--- src/rtl/pdfr_pkg.sv ---
`default_nettype none
package pdfr_pkg;

  localparam int THR_W      = 8;
  localparam int CODE_W     = 8;
  localparam int SHIFT_W    = 8;
  localparam int CFG_DATA_W = 8;
  localparam int CFG_IDX_W  = 3;
  localparam int BITS_W     = 4;
  localparam int LOADS      = 3;

  localparam int DEF_BITS_PER_FRAME = 8;
  localparam int DEF_COUNTER_WIDTH  = 8;

  localparam logic [THR_W-1:0]  RST_SYNC_THRESHOLD = 8'd100;
  localparam logic [THR_W-1:0]  RST_ONE_THRESHOLD  = 8'd60;
  localparam logic [CODE_W-1:0] RST_CODE_FIRST     = 8'd9;
  localparam logic [CODE_W-1:0] RST_CODE_SECOND    = 8'd119;
  localparam logic [CODE_W-1:0] RST_CODE_THIRD     = 8'd127;

  typedef enum logic [CFG_IDX_W-1:0] {
    CFG_SYNC_THRESHOLD = 3'd0,
    CFG_ONE_THRESHOLD  = 3'd1,
    CFG_CODE_FIRST     = 3'd2,
    CFG_CODE_SECOND    = 3'd3,
    CFG_CODE_THIRD     = 3'd4
  } cfg_idx_t;

  typedef enum logic [1:0] {
    PH_IDLE = 2'd0,
    PH_SYNC = 2'd1,
    PH_DATA = 2'd2
  } phase_t;

  typedef struct packed {
    logic [THR_W-1:0]  sync_threshold;
    logic [THR_W-1:0]  one_threshold;
    logic [CODE_W-1:0] code_first;
    logic [CODE_W-1:0] code_second;
    logic [CODE_W-1:0] code_third;
  } cfg_t;

  typedef struct packed {
    logic               frame_done;
    logic [SHIFT_W-1:0] frame_value;
    logic               load_first;
    logic               load_second;
    logic               load_third;
    logic               activity_led;
  } result_t;

endpackage
`default_nettype wire

--- src/rtl/pdfr_cfg_regs.sv ---
`default_nettype none
module pdfr_cfg_regs (
  input  wire logic                             clk,
  input  wire logic                             rst_n,
  input  wire logic                             cfg_wr_en,
  input  wire logic [pdfr_pkg::CFG_IDX_W-1:0]   cfg_index,
  input  wire logic [pdfr_pkg::CFG_DATA_W-1:0]  cfg_wdata,
  output pdfr_pkg::cfg_t                        cfg
);
  import pdfr_pkg::*;

  cfg_t cfg_r;
  cfg_t cfg_nxt;

  always_comb begin
    cfg_nxt = cfg_r;
    if (cfg_wr_en) begin
      case (cfg_idx_t'(cfg_index))
        CFG_SYNC_THRESHOLD: cfg_nxt.sync_threshold = cfg_wdata[THR_W-1:0];
        CFG_ONE_THRESHOLD:  cfg_nxt.one_threshold  = cfg_wdata[THR_W-1:0];
        CFG_CODE_FIRST:     cfg_nxt.code_first     = cfg_wdata[CODE_W-1:0];
        CFG_CODE_SECOND:    cfg_nxt.code_second    = cfg_wdata[CODE_W-1:0];
        CFG_CODE_THIRD:     cfg_nxt.code_third     = cfg_wdata[CODE_W-1:0];
        default:            cfg_nxt = cfg_r;
      endcase
    end
  end

  always_ff @(posedge clk) begin
    if (!rst_n) begin
      cfg_r.sync_threshold <= RST_SYNC_THRESHOLD;
      cfg_r.one_threshold  <= RST_ONE_THRESHOLD;
      cfg_r.code_first     <= RST_CODE_FIRST;
      cfg_r.code_second    <= RST_CODE_SECOND;
      cfg_r.code_third     <= RST_CODE_THIRD;
    end else begin
      cfg_r <= cfg_nxt;
    end
  end

  assign cfg = cfg_r;

endmodule
`default_nettype wire

--- src/rtl/pdfr_core.sv ---
`default_nettype none
module pdfr_core #(
  parameter int BITS_PER_FRAME = pdfr_pkg::DEF_BITS_PER_FRAME,
  parameter int COUNTER_WIDTH  = pdfr_pkg::DEF_COUNTER_WIDTH
) (
  input  wire logic        clk,
  input  wire logic        rst_n,
  input  wire logic        fire,
  input  wire logic        line_level,
  input  wire pdfr_pkg::cfg_t cfg,
  output pdfr_pkg::result_t result
);
  import pdfr_pkg::*;

  localparam int CMP_W = (COUNTER_WIDTH > THR_W) ? COUNTER_WIDTH : THR_W;

  logic [COUNTER_WIDTH-1:0] tick_r, tick_nxt;
  logic                     prev_level_r;
  phase_t                   phase_r, phase_nxt;
  logic [BITS_W-1:0]        bits_r, bits_nxt;
  logic [SHIFT_W-1:0]       shift_r, shift_nxt;
  logic [LOADS-1:0]         load_r, load_nxt;

  logic [CMP_W-1:0]  gap;
  logic              falling;
  logic              sync_hit;
  logic              one_bit;
  logic [BITS_W-1:0] bits_dec;
  logic              start;
  logic              shift_en;
  logic              done;
  logic              cleared;
  logic [SHIFT_W-1:0] value;

  // edge and gap decode
  always_comb begin
    gap      = CMP_W'(tick_r);
    falling  = prev_level_r & ~line_level;
    sync_hit = gap >= CMP_W'(cfg.sync_threshold);
    one_bit  = gap >= CMP_W'(cfg.one_threshold);
    bits_dec = bits_r - BITS_W'(1);
    start    = 1'b0;
    shift_en = 1'b0;
    done     = 1'b0;
    cleared  = 1'b0;
    case (phase_r)
      PH_SYNC: begin
        cleared = falling;
        start   = falling & sync_hit;
      end
      PH_DATA: begin
        cleared  = falling;
        shift_en = falling & ~sync_hit;
        done     = falling & (sync_hit | (bits_dec == '0));
      end
      default: begin
        cleared = 1'b0;
      end
    endcase
  end

  // next phase
  always_comb begin
    phase_nxt = phase_r;
    case (phase_r)
      PH_SYNC: if (start) phase_nxt = PH_DATA;
      PH_DATA: if (done) phase_nxt = PH_IDLE;
      default: phase_nxt = line_level ? PH_SYNC : PH_IDLE;
    endcase
  end

  // datapath and result
  always_comb begin
    tick_nxt  = cleared ? '0 : tick_r + COUNTER_WIDTH'(1);
    bits_nxt  = bits_r;
    shift_nxt = shift_r;
    if (start) begin
      bits_nxt  = BITS_W'(BITS_PER_FRAME);
      shift_nxt = '0;
    end else if (shift_en) begin
      bits_nxt  = bits_dec;
      shift_nxt = (shift_r | SHIFT_W'(one_bit)) << 1;
    end
    value    = done ? (shift_nxt >> 1) : '0;
    load_nxt = load_r;
    if (done) begin
      load_nxt[0] = load_r[0] ^ (value == cfg.code_first);
      load_nxt[1] = load_r[1] ^ (value == cfg.code_second);
      load_nxt[2] = load_r[2] ^ (value == cfg.code_third);
    end
    result.frame_done   = done;
    result.frame_value  = value;
    result.load_first   = load_nxt[0];
    result.load_second  = load_nxt[1];
    result.load_third   = load_nxt[2];
    result.activity_led = (phase_nxt != PH_IDLE) & line_level;
  end

  always_ff @(posedge clk) begin
    if (!rst_n) begin
      tick_r       <= '0;
      prev_level_r <= 1'b0;
      phase_r      <= PH_IDLE;
      bits_r       <= '0;
      shift_r      <= '0;
      load_r       <= '0;
    end else if (fire) begin
      tick_r       <= tick_nxt;
      prev_level_r <= line_level;
      phase_r      <= phase_nxt;
      bits_r       <= bits_nxt;
      shift_r      <= shift_nxt;
      load_r       <= load_nxt;
    end
  end

endmodule
`default_nettype wire

--- src/rtl/pdfr_out_reg.sv ---
`default_nettype none
module pdfr_out_reg (
  input  wire logic          clk,
  input  wire logic          rst_n,
  input  wire logic          in_valid,
  output logic               in_ready,
  input  wire pdfr_pkg::result_t in_data,
  output logic               out_valid,
  input  wire logic          out_ready,
  output pdfr_pkg::result_t  out_data
);
  import pdfr_pkg::*;

  logic    valid_r;
  result_t data_r;

  assign in_ready = ~valid_r | out_ready;

  always_ff @(posedge clk) begin
    if (!rst_n) begin
      valid_r <= 1'b0;
    end else if (in_ready) begin
      valid_r <= in_valid;
    end
  end

  always_ff @(posedge clk) begin
    if (in_valid && in_ready) begin
      data_r <= in_data;
    end
  end

  assign out_valid = valid_r;
  assign out_data  = data_r;

endmodule
`default_nettype wire

--- src/rtl/pulse_distance_frame_receiver.sv ---
`default_nettype none
// Pulse-distance frame receiver: one line sample is taken per beat on the input
// channel and exactly one result beat comes back for it, held in a single
// output register. A new sample is accepted every cycle while the result side
// takes its beats; the rate of one sample per cycle is set by the single state
// update (tick counter, phase, bit count and shift register) done between the
// sampled state and the output register. Configuration writes take effect on the
// next cycle and should be made while no sample is in flight.
module pulse_distance_frame_receiver #(
  parameter int BITS_PER_FRAME = pdfr_pkg::DEF_BITS_PER_FRAME,
  parameter int COUNTER_WIDTH  = pdfr_pkg::DEF_COUNTER_WIDTH
) (
  input  wire logic                             clk,
  input  wire logic                             rst_n,
  input  wire logic                             in_valid,
  output logic                                  in_ready,
  input  wire logic                             in_line_level,
  output logic                                  out_valid,
  input  wire logic                             out_ready,
  output logic                                  out_frame_done,
  output logic [pdfr_pkg::SHIFT_W-1:0]          out_frame_value,
  output logic                                  out_load_first,
  output logic                                  out_load_second,
  output logic                                  out_load_third,
  output logic                                  out_activity_led,
  input  wire logic                             cfg_wr_en,
  input  wire logic [pdfr_pkg::CFG_IDX_W-1:0]   cfg_index,
  input  wire logic [pdfr_pkg::CFG_DATA_W-1:0]  cfg_wdata
);
  import pdfr_pkg::*;

  cfg_t    cfg;
  result_t core_res;
  result_t out_res;
  logic    fire;

  assign fire = in_valid & in_ready;

  pdfr_cfg_regs u_cfg (
    .clk       (clk),
    .rst_n     (rst_n),
    .cfg_wr_en (cfg_wr_en),
    .cfg_index (cfg_index),
    .cfg_wdata (cfg_wdata),
    .cfg       (cfg)
  );

  pdfr_core #(
    .BITS_PER_FRAME (BITS_PER_FRAME),
    .COUNTER_WIDTH  (COUNTER_WIDTH)
  ) u_core (
    .clk        (clk),
    .rst_n      (rst_n),
    .fire       (fire),
    .line_level (in_line_level),
    .cfg        (cfg),
    .result     (core_res)
  );

  pdfr_out_reg u_out (
    .clk       (clk),
    .rst_n     (rst_n),
    .in_valid  (in_valid),
    .in_ready  (in_ready),
    .in_data   (core_res),
    .out_valid (out_valid),
    .out_ready (out_ready),
    .out_data  (out_res)
  );

  assign out_frame_done   = out_res.frame_done;
  assign out_frame_value  = out_res.frame_value;
  assign out_load_first   = out_res.load_first;
  assign out_load_second  = out_res.load_second;
  assign out_load_third   = out_res.load_third;
  assign out_activity_led = out_res.activity_led;

endmodule
`default_nettype wire

--- config.mk ---
export PLATFORM = sky130hd
export DESIGN_NAME = pulse_distance_frame_receiver
export DESIGN_NICKNAME = d
export VERILOG_FILES = /design/src/rtl/pdfr_pkg.sv /design/src/rtl/pdfr_cfg_regs.sv /design/src/rtl/pdfr_core.sv /design/src/rtl/pdfr_out_reg.sv /design/src/rtl/pulse_distance_frame_receiver.sv
export SDC_FILE = /design/constraint.sdc
export NUM_CORES = 1
export LEC_CHECK = 0
export BUFFER_PORTS_ARGS = -buffer_cell sky130_fd_sc_hd__buf_2
export CAP_MARGIN = 10
export CORE_UTILIZATION = 35
export DETAILED_ROUTE_END_ITERATION = 10
export MAX_ROUTING_LAYER = met4
export PLACE_DENSITY = 0.54
export SETUP_SLACK_MARGIN = 0.3
export SLEW_MARGIN = 10
export SYNTH_ARGS = -nofsm -noshare
export SYNTH_HDL_FRONTEND = slang
export SYNTH_HIERARCHICAL = 1
export SYNTH_SLANG_ARGS = --single-unit
--- constraint.sdc ---
create_clock -name clk -period 8.1 [get_ports clk]
set_clock_uncertainty 0.1 [all_clocks]
set_input_delay 1.62 -clock clk [delete_from_list [all_inputs] [get_ports clk]]
set_output_delay 1.62 -clock clk [all_outputs]
set_load 0.03 [all_outputs]
==> flow_summary_export.csv, run 1 <==
group,metric,value,unit
worst_setup_path,worst-r2r-cell-count,10,
die,die_y,116,um
worst_setup_path,critical_path.max_fanout,13,
layout,layout_common_cells,"dfxtp_1, mux2i_1, nand2_1",
layout,final_core_utilization,0.407,
global_route,first_global_vias,3552,
worst_setup_path,startpoint_type,"primary input",
clock_network,post_cts_resized,0,
worst_setup_path,worst-path-buf-inv,1,
place,global_placement_routability_congestion,0.862,
worst_setup_path,rr_endpoint,"u_out/out_data[1]$_DFFE_PP_",
sta,worst_slew_pin_slew,0.862,ns
worst_setup_path,worstPathCellList,"buf_2 -> nand3b_1 -> nor2_1 -> nand2_1 -> mux2i_1 -> xor2_1 -> nor4_1 -> nand4_1 -> xnor2_1",
worst_setup_path,timing.critical_path.max_delay_family,"simple AND/OR/NAND/NOR gates",
clock_network,htree_levels,3,
yosys,postSynth.asyncResetShare,0,
place,buffer_ports.inserted,31,
clock_network,clk_root_buffer_cell,"clkbuf_16",
die,floorplan.io_pins,32,
clock_network,post_cts_buffers,0,
worst_setup_path,critPathCapture,"u_out/out_data[1]$_DFFE_PP_",
worst_setup_path,worst_setup_path_startpoint,"in_line_level",
sta,post-route-min-period,4.24,ns
worst_setup_path,crit_path_end_kind,"register",
route,drt_iter0_drc,128,
yosys,synth-edff-count,13,
sta,setup_total_negative_slack,0,ns
die,floorplan.initialDensity,0.359,
route,routed_wire_length_per_instance,16.7,um
yosys,synth.yosys.seq_area_share,0.380,
clock_network,cts-hold-fix-buffers,0,
place,detailed_place_hpwl,8370,um
clock_network,clock_tree_from_tritoncts,"built",
layout,syn_to_final_growth,13.4,%
sta,finalCritPeriodShare,0.523,
sta,finalHoldViolations,0,
place,placedInstanceArea,4770,um2
sta,achievable-frequency,236,MHz
route,aggregate_routed_wire_length,11400,um
clock_network,worst_setup_hold_path_clk_slew,0.06,ns
yosys,yosys_register_bits,79,
worst_setup_path,worst_r2r_startpoint,"u_cfg/cfg[39]$_SDFFE_PN0P_",
global_route,grt_start_max_net_pins,64,
pwr,leakagePower,2.12,nW
sta,relative_slew_slack,0.423,
sta,fin_hold_ws,0.361,ns
yosys,synth_fp_nets,523,
route,route.detailed.drc,0,
worst_hold_path,min_path_type,"reg2reg",
worst_hold_path,hold_depth,2,
clock_network,cts-buffers-inserted,9,
die,fp.dieW,116,um
sta,setup_violations,0,
job,max_cap_viol_count,0,
global_route,antenna_found_initial,0,
layout,fin_area,5110,um2
route,route.antenna.remaining_nets,0,
route,avgViaCountPerCell,5.10,
clock_network,insertion_delay,0.35,ns
sta,max_slew_violation_count,0,
worst_setup_path,regToRegSetupSlack,4.23,ns
worst_setup_path,path_class,"in2reg",
global_route,global_route_wire_length_before_repair,18600,um
worst_setup_path,max_stage_delay,0.60,ns
worst_setup_path,critical_path_arrival,4.23,ns
worst_setup_path,critical_path_depth,9,
pwr,power_density,184,nW/um2
run_status,status,"finished clean",
yosys,postSynthAreaPerCell,9.30,um2
yosys,yosysWarningCount,6,
global_route,grtUsageTotal,0.192,
layout,antenna_fix_cells,0,
layout,fraction_of_layout_instances_using_a_drive_strength_above_1,0.124,
sta,rsz0062_at_grt,"no",
layout,design.final.nets,542,
die,placeableCoreArea,12600,um2
route,detailroute.via_count,3472,
worst_setup_path,critPathRequiredTime,8.09,ns
die,die_area,13300,um2
global_route,global_route.overflow_total,0,
pwr,power.ir.vdd_worst,90.1,uV
clock_network,clockBufferDepth,2,
yosys,post_synth_instance_area,4510,um2
clock_network,cts.sink_count,79,
layout,mostFrequentLayoutCell,"dfxtp_1",
yosys,netlist_instances,485,
worst_setup_path,worst_path_max_delay_cell,"nor4_1",
yosys,synthFlopType,"dfxtp_1",
yosys,netlist-cell-type-count,69,
route,dr.pass1.iters,4,
die,core.rowCount,41,
[area by class of cell]
cell class | count | area [um2]
flip-flops and latches | 79 | 1710
clock inverters | 5 | 86.3
inverters | 32 | 120
fillers | 1257 | 7450
repair buffers | 33 | 170
multi-input cells | 349 | 2560
clock buffers | 11 | 254
well taps | 172 | 215
[worst min-delay path, cell delays in order, from the launching register on]
cell and delay, ns:
dfxtp_1 0.31, nand2_1 0.05, mux2i_1 0.05
[worst min-delay path by stage]
stage	start	to	slack, ns
finish	u_cfg/cfg[25]$_SDFFE_PN0P_	u_cfg/cfg[25]$_SDFFE_PN0P_	0.36
global route	u_cfg/cfg[25]$_SDFFE_PN0P_	u_cfg/cfg[25]$_SDFFE_PN0P_	0.38
CTS	u_cfg/cfg[24]$_SDFFE_PN0P_	u_cfg/cfg[24]$_SDFFE_PN0P_	0.36
detailed placement	u_cfg/cfg[24]$_SDFFE_PN0P_	u_cfg/cfg[24]$_SDFFE_PN0P_	0.35
global placement	u_cfg/cfg[17]$_SDFFE_PN0P_	u_cfg/cfg[17]$_SDFFE_PN0P_	0.34
floorplan	u_cfg/cfg[17]$_SDFFE_PN0P_	u_cfg/cfg[17]$_SDFFE_PN0P_	0.33
[power by group]
part	internal, mW	switching, mW	total (mW)
clock network	0.291	0.170	0.461
registers	0.408	0.00711	0.416
logic	0.0254	0.0412	0.0666
[layer usage]
layer	share of wire	wire, um	global-route usage	vias up
li1	-	-	-	1757
met1	0.47	5330	0.240	1651
met2	0.48	5480	0.314	52
met3	0.031	352	0.0277	12
met4	0.017	196	0.0753	0
met5	0	0	-	-
[registers in the layout (all words and copies together), names as in the netlist]
name and flops:
u_cfg/cfg 40, u_core/bits_r 4, u_core/gap 8, u_core/load_r 3, u_core/phase_r 2, u_core/prev_level_r 1
u_core/shift_r 7, u_out/out_data 13, u_out/out_valid 1
[synthesized netlist by cell type (9+ instances only)]
library cell   n  share of area
nand2_1       47          0.039
clkbuf_1      17          0.014
nor2_1        32          0.027
nor3_1         9          0.010
mux2i_1       58           0.13
ha_1          21          0.058
edfxtp_1      13          0.087
nor2b_1       30          0.042
nand3_1       15          0.017
o21ai_0        9          0.010
dfxtp_1       66           0.29
a21oi_1       18          0.020
xor2_1        14          0.027
inv_1         32          0.027
[cell families (layout without fill, tap and decap cells)]
family                     Yosys count  after routing  synth area share
DFF                                 79             79             0.380
and+or+nand+nor                    176            176             0.210
other                                1              1          0.000832
buffers and inverters               57             81            0.0536
muxes                               61             61             0.136
xor gates and xnor gates            19             19            0.0369
adders and majority gates           21             21            0.0583
AOI/OAI and AO/OA                   71             71             0.124
[metrics by stage]
stage	setup WS, ns	total power [mW]	cells
after CTS	3.82	0.955	681
final	3.86	0.943	681
after floorplan	4.32	0.469	485
after detailed placement	3.46	0.491	665
after global placement	3.64	0.490	665
after global routing	3.60	0.980	681
(Power assumes the default switching activity.)
==> inputs of run 2 (changes only) <==
Settings changed: ABC_AREA from default to 1, PLACE_DENSITY 0.54 to 0.56.
Clock period 8.1 ns to 3.86 ns, I/O delays scaled along.
==> run 2 against run 1 <==
  * Cell count up 26%
  * Clock power up 86%
  * Die area is 0.10% lower
  * Sequential share of layout area rose by 0.16 points
  * Sequential power rose by 110%
  * Critical endpoint unchanged
  * Highest routed layer unchanged
==> flow_summary_export.csv, run 2 <==
group,metric,value,unit
die,placeableCoreArea,12600,um2
yosys,synth.yosys.seq_area_share,0.380,
sta,setup_total_negative_slack,0,ns
worst_setup_path,rr_endpoint,"u_out/out_data[1]$_DFFE_PP_",
pwr,power_density,384,nW/um2
global_route,global_route_wire_length_before_repair,18500,um
route,aggregate_routed_wire_length,11400,um
yosys,synthFlopType,"dfxtp_1",
route,route.detailed.drc,0,
place,buffer_ports.inserted,31,
pwr,power.ir.vdd_worst,174,uV
yosys,yosys_register_bits,79,
global_route,grtUsageTotal,0.191,
global_route,first_global_vias,3641,
worst_setup_path,timing.critical_path.max_delay_family,"simple AND/OR/NAND/NOR gates",
yosys,netlist-cell-type-count,38,
worst_hold_path,worst_hold_path.endpoint,"u_cfg/cfg[34]$_SDFFE_PN1P_",
route,dr.pass1.iters,5,
yosys,synth_fp_nets,689,
place,detailed_place_hpwl,8540,um
yosys,yosysWarningCount,6,
worst_setup_path,worst-r2r-cell-count,13,
worst_setup_path,worstPathCellList,"inv_1 -> ha_1 -> a21o_1 -> nor2_4 -> nand4_1 -> nand2_1 -> nand4_1 -> nand2_1 -> nand2_1 -> nor2_1 -> nand2_1 -> o21ai_2 -> nand2_1",
die,floorplan.initialDensity,0.358,
layout,regArea,1710,um2
die,core.rowCount,41,
route,avgViaCountPerCell,4.69,
route,highest-signal-layer,"met4",
clock_network,post_cts_resized,0,
layout,design.final.nets,717,
sta,rsz0062_at_grt,"no",
sta,achievable-frequency,327,MHz
worst_setup_path,cpMostUsedCell,"nand2_1",
die,fp.dieW,115,um
clock_network,cts-buffers-inserted,9,
yosys,most_frequently_used_cell_type_in_the_post_synthesis_netlist,"nand2_1",
sta,worst_slew_pin_slew,0.805,ns
worst_setup_path,startpoint_type,"register",
place,dp_cells,840,
layout,multi_input_comb_area,2330,um2
sta,post-route-min-period,3.06,ns
die,die_y,115,um
layout,largest_register_ffs,40,
place,placedInstanceArea,4790,um2
yosys,netlist_instances,651,
layout,syn_to_final_growth,13.0,%
clock_network,cts-hold-fix-buffers,0,
clock_network,insertion_delay,0.35,ns
yosys,postSynth.asyncResetShare,0,
sta,max_slew_violation_count,0,
global_route,antenna_found_initial,0,
worst_setup_path,regToRegSetupSlack,0.80,ns
yosys,post_synth_instance_area,4500,um2
die,die_area,13300,um2
yosys,synth_top_cell_by_area,"dfxtp_1",
route,route.antenna.remaining_nets,0,
die,floorplan.io_pins,32,
global_route,grt_start_max_net_pins,50,
yosys,synth-edff-count,13,
route,m1WireLength,5470,um
worst_setup_path,crit_path_end_kind,"register",
worst_setup_path,critPathRequiredTime,3.86,ns
worst_setup_path,worst_r2r_startpoint,"u_cfg/cfg[39]$_SDFFE_PN0P_",
route,detailroute.via_count,4017,
worst_setup_path,critical_path_arrival,3.06,ns
layout,fraction_of_layout_instances_using_a_drive_strength_above_1,0.137,
layout,layout_common_cells,"nand2_1, inv_1, nor2_1",
layout,fin_area,5090,um2
worst_hold_path,min_path_type,"reg2reg",
sta,finalHoldViolations,0,
sta,relative_slew_slack,0.463,
clock_network,clockBufferDepth,2,
sta,setup_violations,0,
worst_hold_path,hold_depth,2,
worst_hold_path,holdCritStartpoint,"u_cfg/cfg[34]$_SDFFE_PN1P_",
clock_network,htree_levels,3,
worst_setup_path,worst_path_max_delay_cell,"nand4_1",
sta,finalCritPeriodShare,0.792,
route,wl_met3,532,um
clock_network,post_cts_buffers,0,
clock_network,clk_root_buffer_cell,"clkbuf_16",
global_route,global_route.overflow_total,0,
yosys,synth.cells.most_frequent,"nand2_1, inv_1, nor2_1",
layout,n_fill_cell,1350,
clock_network,clock_tree_from_tritoncts,"built",
worst_setup_path,worst-path-buf-inv,1,
layout,antenna_fix_cells,0,
worst_setup_path,critical_path.max_fanout,11,
layout,mostFrequentLayoutCell,"nand2_1",
job,max_cap_viol_count,0,
route,routed_wire_length_per_instance,13.3,um
yosys,postSynthAreaPerCell,6.92,um2
clock_network,cts.sink_count,79,
place,global_placement_routability_congestion,0.865,
run_status,status,"finished clean",
worst_setup_path,path_class,"reg2reg",
pwr,leakagePower,2.58,nW
worst_setup_path,max_stage_delay,0.47,ns
route,drt_iter0_drc,207,
route,met2RoutedLength,5200,um
yosys,yosys.area.top_type_share,0.293,
layout,finish.cell_count_without_fillers,856,
clock_network,worst_setup_hold_path_clk_slew,0.06,ns
yosys,yosys-top-cells-area,"dfxtp_1, nand2_1, edfxtp_1",
run 2: changes by cell type in the layout (fill, tap and decap cells not counted), sizes merged, moves of 5 or more:
cell,previous run,this run
a21oi,18,27
and3,6,1
nor2b,30,0
nand3,15,67
nand2b,5,0
nor3,9,3
xor2,14,1
o21ai,10,17
inv,33,94
nor2,32,101
a31oi,5,0
nand2,47,197
mux2i,58,0
run 2: worst register-to-register path, delay by kind of cell, from the launching register on:
family                   cells  cell delay, ns
buffers and inverters        1            0.06
flip-flops                   1            0.34
AND/OR/NAND/NOR              9            1.66
AO/OA/AOI/OAI                2            0.36
adder cells (fa/ha/maj)      1            0.30
run 2: report_power, final:
group | internal, mW | switching [mW]
logic | 0.0645 | 0.143
registers | 0.871 | 0.0222
clock network | 0.515 | 0.341
total | 1.45 | 0.506
run 2: kinds of logic after synthesis:
logic type               synth area share
adder cells (fa/ha/maj)            0.0583
AND/OR/NAND/NOR                     0.392
XOR/XNOR                          0.00583
flip-flops                          0.380
AO/OA/AOI/OAI                      0.0611
buffers and inverters               0.102
other                            0.000833
run 2: metrics by stage:
step / total power [mW] / hold WS (ns) / util / worst slack [ns]
finish: 1.96 / 0.379 / 0.405 / 0.802
CTS: 1.98 / 0.382 / 0.405 / 0.811
global route: 2.05 / 0.400 / 0.405 / 0.515
detailed placement: 1.12 / 0.366 / 0.381 / 0.678
global placement: 1.11 / 0.355 / 0.381 / 0.693
floorplan: 1.05 / 0.342 / - / 1.48
run 2: metal layers:
metal,global-route usage,vias to the layer above
met4,0.0554,0
met3,0.0460,15
met1,0.248,1834
met5,-,-
met2,0.293,75
li1,-,2093
run 2: how the worst max path moves through the flow:
stage | to | slack (ns) | startpoint | cells past startpoint
5_1_grt | u_core/load_r[2]$_SDFFE_PN0P_ | 0.52 | u_cfg/cfg[35]$_SDFFE_PN0P_ | 16
4_1_cts | u_out/out_data[1]$_DFFE_PP_ | 0.81 | u_cfg/cfg[39]$_SDFFE_PN0P_ | 13
3_5_place_dp | u_out/out_data[1]$_DFFE_PP_ | 0.68 | in_line_level | 13
6_report | u_out/out_data[1]$_DFFE_PP_ | 0.80 | u_cfg/cfg[39]$_SDFFE_PN0P_ | 13
2_1_floorplan | u_out/out_data[1]$_DFFE_PP_ | 1.48 | in_line_level | 15
3_3_place_gp | u_core/load_r[2]$_SDFFE_PN0P_ | 0.69 | in_line_level | 15
run 2: final cells by class:
cell class                 instances  area share
timing repair buffer              33      0.0334
multi-input combinational        460       0.459
tap                              172      0.0423
clock buffer                      15      0.0570
sequential                        79       0.336
inverter                          96      0.0708
clock inverter                     1     0.00147
